===== config.mk =====
export PLATFORM = sky130hd
export DESIGN_NAME = distance_rank_keeper
export DESIGN_NICKNAME = d
export VERILOG_FILES = /design/src/design/drk_pkg.sv /design/src/design/distance_rank_keeper.sv
export SDC_FILE = /design/constraint.sdc
export NUM_CORES = 2
export LEC_CHECK = 0
export ABC_AREA = 1
export BUFFER_PORTS_ARGS = -buffer_cell sky130_fd_sc_hd__buf_2
export CORE_MARGIN = 5
export CORE_UTILIZATION = 46
export DETAILED_ROUTE_END_ITERATION = 6
export PLACE_DENSITY = 0.69
export SETUP_SLACK_MARGIN = 0.3
export SLEW_MARGIN = 40
export SYNTH_ARGS = -nofsm -noshare
export SYNTH_HDL_FRONTEND = slang
export SYNTH_SLANG_ARGS = --single-unit
export TNS_END_PERCENT = 50

===== constraint.sdc =====
create_clock -name clk -period 9 [get_ports clk]
set_clock_uncertainty 0.15 [all_clocks]
set_input_delay 0.9 -clock clk [delete_from_list [all_inputs] [get_ports clk]]
set_output_delay 0.9 -clock clk [all_outputs]
set_load 0.01 [all_outputs]

===== src/design/drk_pkg.sv =====
// Package for the distance rank keeper: command codes and field widths.
// No dependencies.
`default_nettype none
package drk_pkg;
    localparam logic [1:0] KIND_CLEAR  = 2'd0;
    localparam logic [1:0] KIND_INSERT = 2'd1;
    localparam logic [1:0] KIND_SETD   = 2'd2;
    localparam logic [1:0] KIND_EMIT   = 2'd3;
    localparam int ID_W   = 5;
    localparam int DIST_W = 16;
    localparam int ID_SLOTS = 32;
    typedef logic [ID_W-1:0]   id_t;
    typedef logic [DIST_W-1:0] dist_t;
endpackage
`default_nettype wire


===== src/design/distance_rank_keeper.sv =====
// Distance rank keeper top: sorted table; clear, insert, set distance, repair, emit.
// Depends on drk_pkg.
`default_nettype none
// Keeps up to min(MAX_ENTRIES,32) entries in ascending distance order. One
// command word is taken at a time; s_tready is low while it is processed. A
// shared compare/step unit walks the table one rank per cycle, save where emit
// waits on m_tready. Insert locates the id, finds the rank, shifts and places;
// set distance locates the id and writes. Repair moves each entry forward by
// swaps, then backward where it did not move forward. Emit then sends one
// output word per entry as m_tready takes them.
module distance_rank_keeper #(
    parameter int MAX_ENTRIES = 32
) (
    input  wire logic        clk,
    input  wire logic        rst_n,
    input  wire logic        s_tvalid,
    output logic             s_tready,
    // tdata: entry_id[4:0], distance[20:5], team[21], zero pad [23:22]
    input  wire logic [23:0] s_tdata,
    // tuser: kind[1:0]
    input  wire logic [1:0]  s_tuser,
    output logic             m_tvalid,
    input  wire logic        m_tready,
    // tdata: rank[4:0], ranked_id[9:5], team_rank[14:10], ranked_distance[30:15],
    // order_changed[31]
    output logic [31:0]      m_tdata,
    // tuser: ranked_team
    output logic             m_tuser,
    output logic             m_tlast
);
    import drk_pkg::*;

    localparam int CAP = (MAX_ENTRIES < ID_SLOTS) ? MAX_ENTRIES : ID_SLOTS;
    localparam int CW  = $clog2(ID_SLOTS + 1);
    localparam logic [CW-1:0] CAP_C = CW'(CAP);

    localparam logic [3:0] ST_IDLE   = 4'd0;
    localparam logic [3:0] ST_LOCATE = 4'd1;
    localparam logic [3:0] ST_FIND   = 4'd2;
    localparam logic [3:0] ST_SHIFT  = 4'd3;
    localparam logic [3:0] ST_PLACE  = 4'd4;
    localparam logic [3:0] ST_RI     = 4'd5;
    localparam logic [3:0] ST_FWD    = 4'd6;
    localparam logic [3:0] ST_BWD    = 4'd7;
    localparam logic [3:0] ST_EMIT   = 4'd8;
    localparam logic [3:0] ST_OUT    = 4'd9;

    id_t   order_mem [ID_SLOTS];
    dist_t dist_mem  [ID_SLOTS];
    logic  team_mem  [ID_SLOTS];

    logic [3:0]    state_reg;
    logic [CW-1:0] count_reg;
    logic          changed_reg;
    logic [1:0]    kind_reg;
    id_t           id_reg;
    dist_t         d_reg;
    logic          tm_reg;
    logic [CW-1:0] k_reg, at_reg, i_reg, j_reg;
    logic          moved_reg;
    logic [4:0]    seen0_reg, seen1_reg;
    logic          ov_reg;
    logic [31:0]   od_reg;
    logic          ot_reg, ol_reg;

    id_t   ok, okm1;
    dist_t dk, dkm1;
    logic  out_load;
    assign ok   = order_mem[k_reg[4:0]];
    assign okm1 = order_mem[5'(k_reg - 1'b1)];
    assign dk   = dist_mem[ok];
    assign dkm1 = dist_mem[okm1];
    assign out_load = (state_reg == ST_EMIT) && (k_reg < count_reg) && (!ov_reg || m_tready);

    assign s_tready = (state_reg == ST_IDLE);
    assign m_tvalid = ov_reg;
    assign m_tdata  = od_reg;
    assign m_tuser  = ot_reg;
    assign m_tlast  = ol_reg;

    always_ff @(posedge clk)
    begin
        if (state_reg == ST_PLACE)
        begin
            order_mem[at_reg[4:0]] <= id_reg;
            dist_mem[id_reg]       <= d_reg;
            team_mem[id_reg]       <= tm_reg;
        end
        else if (state_reg == ST_SHIFT && k_reg > at_reg)
            order_mem[k_reg[4:0]] <= okm1;
        else if (state_reg == ST_LOCATE && kind_reg == KIND_SETD && k_reg < count_reg
                 && ok == id_reg)
            dist_mem[id_reg] <= d_reg;
        else if ((state_reg == ST_FWD && moved_reg && k_reg < count_reg && d_reg > dk) ||
                 (state_reg == ST_BWD && k_reg != '0 && d_reg < dkm1))
        begin
            order_mem[k_reg[4:0]]         <= okm1;
            order_mem[5'(k_reg - 1'b1)]   <= ok;
        end
    end

    always_ff @(posedge clk or negedge rst_n)
    begin
        if (!rst_n)
        begin
            state_reg   <= ST_IDLE;
            count_reg   <= '0;
            changed_reg <= 1'b0;
            ov_reg      <= 1'b0;
        end
        else
        begin
            if (out_load)
                ov_reg <= 1'b1;
            else if (ov_reg && m_tready)
                ov_reg <= 1'b0;
            case (state_reg)
                ST_IDLE:
                begin
                    if (s_tvalid)
                    begin
                        kind_reg <= s_tuser;
                        id_reg   <= s_tdata[4:0];
                        d_reg    <= s_tdata[20:5];
                        tm_reg   <= s_tdata[21];
                        k_reg    <= '0;
                        case (s_tuser)
                            KIND_CLEAR:  count_reg <= '0;
                            KIND_INSERT: state_reg <= (count_reg >= CAP_C) ? ST_IDLE
                                                                           : ST_LOCATE;
                            KIND_SETD:   state_reg <= ST_LOCATE;
                            default:
                            begin
                                i_reg     <= '0;
                                state_reg <= ST_RI;
                            end
                        endcase
                    end
                end
                ST_LOCATE:
                begin
                    if (k_reg >= count_reg)
                    begin
                        k_reg     <= '0;
                        at_reg    <= count_reg;
                        state_reg <= (kind_reg == KIND_INSERT) ? ST_FIND : ST_IDLE;
                    end
                    else if (ok == id_reg)
                        state_reg <= ST_IDLE;
                    else
                        k_reg <= k_reg + 1'b1;
                end
                ST_FIND:
                begin
                    if (k_reg >= count_reg || d_reg <= dk)
                    begin
                        at_reg    <= k_reg;
                        k_reg     <= count_reg;
                        state_reg <= ST_SHIFT;
                    end
                    else
                        k_reg <= k_reg + 1'b1;
                end
                ST_SHIFT:
                begin
                    if (k_reg > at_reg)
                        k_reg <= k_reg - 1'b1;
                    else
                        state_reg <= ST_PLACE;
                end
                ST_PLACE:
                begin
                    count_reg   <= count_reg + 1'b1;
                    changed_reg <= 1'b1;
                    state_reg   <= ST_IDLE;
                end
                ST_RI:
                begin
                    if (i_reg >= count_reg)
                    begin
                        k_reg     <= '0;
                        seen0_reg <= '0;
                        seen1_reg <= '0;
                        state_reg <= ST_EMIT;
                    end
                    else
                    begin
                        k_reg     <= i_reg;
                        moved_reg <= 1'b0;
                        state_reg <= ST_FWD;
                    end
                end
                ST_FWD:
                begin
                    // d_reg holds the entry's distance; compare it with the one at k_reg, next after it
                    if (k_reg == i_reg && !moved_reg && k_reg == i_reg)
                        d_reg <= dk;
                    if (k_reg == i_reg && !moved_reg)
                    begin
                        moved_reg <= 1'b1;
                        k_reg     <= k_reg + 1'b1;
                    end
                    else if (k_reg < count_reg && d_reg > dk)
                    begin
                        changed_reg <= 1'b1;
                        at_reg      <= k_reg;
                        k_reg       <= k_reg + 1'b1;
                    end
                    else if (at_reg == i_reg)
                        begin
                            k_reg     <= i_reg;
                            state_reg <= ST_BWD;
                        end
                    else
                    begin
                        i_reg     <= i_reg + 1'b1;
                        state_reg <= ST_RI;
                    end
                end
                ST_BWD:
                begin
                    if (k_reg != '0 && d_reg < dkm1)
                    begin
                        changed_reg <= 1'b1;
                        k_reg       <= k_reg - 1'b1;
                    end
                    else
                    begin
                        i_reg     <= i_reg + 1'b1;
                        state_reg <= ST_RI;
                    end
                end
                ST_EMIT:
                begin
                    if (k_reg >= count_reg)
                    begin
                        changed_reg <= 1'b0;
                        state_reg   <= ST_IDLE;
                    end
                    else if (out_load)
                    begin
                        od_reg <= {changed_reg, dk,
                                   team_mem[ok] ? seen1_reg : seen0_reg, ok, k_reg[4:0]};
                        ot_reg <= team_mem[ok];
                        ol_reg <= (k_reg + 1'b1 == count_reg);
                        if (team_mem[ok])
                            seen1_reg <= seen1_reg + 1'b1;
                        else
                            seen0_reg <= seen0_reg + 1'b1;
                        k_reg <= k_reg + 1'b1;
                    end
                end
                default:
                    state_reg <= ST_IDLE;
            endcase
            if (state_reg == ST_RI && i_reg < count_reg)
                at_reg <= i_reg;
        end
    end
endmodule
`default_nettype wire

Word level (Yosys, flattened, before mapping)
Memory sizes are Yosys's and may differ from the RTL's. A register that Yosys moved wholly into a read port is not among the register bits.
Index checks and enable logic that the tools add are counted.
{ "word_totals": {"regBits": 99, "mem_bits_rw": 704, "out_inout_bits": 36, "wordCells": 218, "memories": 3} }
{ "memory_table": {"columns": ["memory", "words", "word_bits", "read_ports", "rd_ports_with_merged_regs", "write_ports", "line", "source"], "rows": [
  ["dist_mem", 32, 16, 2, 0, 1, "distance_rank_keeper.sv:49", "dist_t dist_mem [ID_SLOTS];"],
  ["order_mem", 32, 5, 2, 1, 2, "distance_rank_keeper.sv:48", "id_t order_mem [ID_SLOTS];"],
  ["team_mem", 32, 1, 1, 0, 1, "distance_rank_keeper.sv:50", "logic team_mem [ID_SLOTS];"]
]} }
{ "op_classes": {"n_addsub": 6, "n_lt_le_gt_ge": 9, "n_eq_ne": 45, "mux": 87, "bitwise": 3, "reduce_logical": 48} }
{ "op_table": {"columns": ["cell", "count"], "rows": [
  ["$mux 6", 25],
  ["$mux 5", 12],
  ["$mux 16", 3],
  ["$pmux 6 s8", 1],
  ["$mux 4", 10],
  ["$pmux 6 s3", 2],
  ["$pmux 16 s2", 1],
  ["$pmux 4 s8", 1],
  ["$ne 2x2->1 const B", 14],
  ["$mux 1", 24],
  ["$pmux 5 s2", 2],
  ["$add 6x1->6 const B", 3],
  ["$eq 6x6->1", 3],
  ["$reduce_and 6->1", 3],
  ["$reduce_and 9->1", 2],
  ["$logic_and 1x1->1", 17],
  ["$eq 4x3->1 const B", 4],
  ["$gt 16x16->1", 1],
  ["$le 16x16->1", 1],
  ["$lt 16x16->1", 1],
  ["$ne 2x1->1 const B", 8],
  ["$ge 6x6->1", 2],
  ["$lt 6x6->1", 2],
  ["$pmux 4 s3", 1],
  ["other kinds (35)", 55]
]} }

Longest topological paths before layout
An unclocked memory read counts as a cell.
{ "logic_depth": {"depth_word": 14, "depth_mapped": 42, "ltp_nobuf": 34} }

Least setup slack after synthesis
No wires, ideal clock.
{ "synth_path": {"path_kind": "reg2reg", "start": "register k_reg[0]", "end": "memory order_mem[20][0] (netlist name) (enable)", "setup_time_ns": 0.314, "arrival_time_ns": 5.485, "setup_slack_ns": 3.051, "stages_incl_launch_ff": 38, "path_buffers": 8, "cell_sequence": "edfxtp_1 inv_2 buf_2 buf_2 buf_2 ha_1 inv_2 buf_2 nand3_1 nand2_1 nand2_1 nand2_1 nand2_1 nand2_2 inv_2 nand2_4 buf_4 clkbuf_1 [2 not listed] o32a_1 o21ai_0 a21oi_1 nor3_1 a31oi_1 ha_1 a21oi_1 o21ai_0 nor3_1 nand3_4 nand3_4 buf_8 nand2_2 nand2_1 nand2_2 nor2_4 nand2_1 nand2_1"} }
{ "synth_lines": {"columns": ["element", "line", "source"], "rows": [
  ["start, declared", "distance_rank_keeper.sv:59", "logic [CW-1:0] k_reg, at_reg, i_reg, j_reg;"],
  ["start signal, assigned", "distance_rank_keeper.sv:151", "k_reg <= k_reg + 1'b1;"],
  ["start signal, assigned", "distance_rank_keeper.sv:158", "k_reg <= count_reg;"],
  ["start signal, assigned", "distance_rank_keeper.sv:162", "k_reg <= k_reg + 1'b1;"],
  ["end, declared", "distance_rank_keeper.sv:48", null]
]} }

==> metrics <==
run status=finished clean; CTS resizes=0; dpl hpwl=81330 um; Critical Path End Type=flop; Die Y=316.1 um; total CTS buffers=83; worst slew pin tran=904.7 ps; Slowest-stage cell, CP=buf_4; setup tns final=0 ps; worst hold path type=in2reg; drt total wl=134000 um; Clock Sinks=808; drt drc=0; max-slew violations=0; Largest stage delay, worst path=680 ps; post-synth top area share=0.5512; Worst Setup SP=k_reg[0]$_DFFE_PN_; period utilisation layout=0.8935; Syn-to-layout area delta=9.776%; max-cap viol count=0; reg2reg setup slack=960 ps; Core ar.=93190 um2; CP Launch Type=flop; total grt overflow=0; FMAX=124.4 MHz; Synth Cell Area=43100 um2; I/O pin cnt=66; CP endpoint=order_mem[27][3]$_DFFE_PP_; Initial Util=0.4624; FF+latch count, synth=808; Worst EP arrival=8220 ps; via count=36650; Antenna diodes=0; number of global-route vias before repair=34260; Worst path top cell family by delay=simple AND/OR/NAND/NOR gates; H-tree depth=3; final worst slack=958.2 ps; r2r worst-path depth=28; first-pass GRT wire length=201400 um; die area=99910 um2; Rel. slew slack=0.3932; met2 Track Usage GR=0.4141; largest net degree at the start of global routing=127; met1 usage=0.3567; per-cell routed wire length=22.34 um; met3 global-route usage=0.03928; R2R Path End=order_mem[27][3]$_DFFE_PP_; # rows=112; Cells after Synth=4766; max reg flops=512; number of DRC markers in iteration 0=5573; Top FF cell, synth=edfxtp_1; synthesized net count=4860; Worst Path Required=9180 ps; fin nets=4775; post-layout util=0.5077; XOR/XNOR Fraction of Synth Area=0.003281; biggest registers after layout=dist_mem x512, order_mem x160; CP most frequent cell=nand2_1; Most flops, register=dist_mem; vias per cell=6.111; ys async rst share=0.01485; Synthesis Warnings=0; RSZ-0062 raised after global routing=false; syn_area_per_cell=9.042 um2; most common cell after layout, fill and taps aside=nand2_1; EDFF count, synth=791; I/O Buffers=63; Root Buffer=clkbuf_16; Total Routing Usage GR=0.2599; Tmin final=8042 ps; TritonCTS clock tree=done; Clock Path Buffers=3; die width=316.1 um; Pre-antenna DRT Iters=7; simple-gate portion of the synthesized area=0.1759; Skew-Pair Late Insertion Delay=680 ps; WP buf/inv=4; Levels on crit path=28; Compound-Gate Fraction of Synth Area=0.1822; mux cell area share after synthesis=0; GP Congestion=0.9589; count of cell types in the netlist=54; Synth Area in Adders=0.01858; Post-Place Setup Slack=1229 ps; Worst Path Max Fanout=110; combinational family with the most area after synthesis=compound AO/OA/AOI/OAI gates; Yosys top cell by area=edfxtp_1; most frequent cells in the layout=nand2_1, edfxtp_1, o21ai_0; leading post-synthesis cells by cell area=edfxtp_1, o21ai_0, nand2_1; share of cells above drive strength 1=0.08623; initial antenna violation count=1; number of setup violations in the final report=0; final hold violations=0; post-synthesis sequential area ratio=0.5605; Top Usage Layer GRT=met2; # fillers=8354; Crit Reg-Reg Startpoint=k_reg[0]$_DFFE_PN_; Reg clk slew, reported paths=60 ps; Routed Antenna Nets=0; Crit Path Class=reg2reg
-- cells in the mapped netlist (2+ instances only) --
cell and number:
xnor2_1 4, dfrtp_1 12, o22ai_1 165, inv_2 14, nor2_4 5, a2111oi_0 2
nor2_2 12, a31oi_1 25, a221oi_1 4, a311o_1 4, nor2_1 676, nand2_2 9
nand3_4 2, o32a_1 45, dfxtp_1 5, o21ai_1 110, nand3_1 268, o31ai_1 3
nand4_1 12, o21ai_0 670, nand2_4 2, o311ai_1 4, ha_1 64, a211oi_1 5
inv_4 3, buf_6 8, o211ai_1 38, o21ai_2 11, nor4_1 3, nand2_1 821
clkinv_1 7, buf_4 18, nor2_8 3, nor3_1 38, buf_2 73, clkbuf_1 241
xor2_1 9, a32o_1 12, o2111ai_1 6, buf_1 19, a21oi_1 284, inv_1 236
edfxtp_1 791, o221ai_1 13
-- kinds of logic after synthesis --
| logic type | count (synthesis) |
|---|---|
| compound gates | 1405 |
| xor+xnor | 14 |
| fa+ha+maj | 64 |
| buf+inv | 620 |
| flops | 808 |
| simple gates | 1855 |
-- what timing repair did --
| item | CTS | global route |
|---|---|---|
| hold buffers | 1 | 0 |
| buffers inserted | 0 | 0 |
| endpoints found under the hold margin | 12 | 0 |
-- area by class of cell --
| type | instances | area (um2) | area share |
|---|---|---|---|
| Clock inverter | 44 | 316.6 | 0.006691 |
| Sequential cell | 808 | 24150 | 0.5106 |
| Multi-Input combinational cell | 3338 | 16590 | 0.3507 |
| Timing Repair Buffer | 190 | 1504 | 0.03179 |
| Inverter | 260 | 1001 | 0.02116 |
| Clock buffer | 103 | 2173 | 0.04594 |
| Tap cell | 1254 | 1569 | 0.03317 |
-- worst reg2reg max path: cells and delay by family (launching register included) --
kind	cells	cell delay, ps
and+or+nand+nor	18	4260
AOI/OAI and AO/OA	5	1140
buffers and inverters	4	1420
DFF	1	400
adders and majority gates	1	310
-- per-layer routing --
layer	up-vias	routed length, um	part of all wire
li1	16720	-	-
met1	17260	51790	0.39
met2	2294	61540	0.46
met3	373	14510	0.11
met4	0	6118	0.046
met5	-	0	0
-- worst min path at each step --
stage	start	slack (ps)	depth (start not counted)	end
2_1_floorplan	changed_reg$_DFFE_PN0P_	270	0	m_tdata[31]$_DFFE_PP_
3_3_place_gp	changed_reg$_DFFE_PN0P_	310	0	m_tdata[31]$_DFFE_PP_
3_5_place_dp	changed_reg$_DFFE_PN0P_	310	0	m_tdata[31]$_DFFE_PP_
4_1_cts	s_tdata[0]	250	1	id_reg[0]$_DFFE_PP_
5_1_grt	s_tdata[0]	250	1	id_reg[0]$_DFFE_PP_
6_report	s_tdata[0]	280	1	id_reg[0]$_DFFE_PP_
-- per-stage QoR --
step | hold slack (ps) | cell area (um2) | std cells
after floorplan | 274.9 | 43100 | 4766
after global placement | 309.0 | 44730 | 5847
after detailed placement | 306.7 | 44800 | 5848
after CTS | 254.4 | 47300 | 5996
after global routing | 250.3 | 47310 | 5997
final | 281.4 | 47310 | 5997
Power is not shown: default switching activity piles up to over one toggle a cycle in this logic, so the estimate is an artifact.
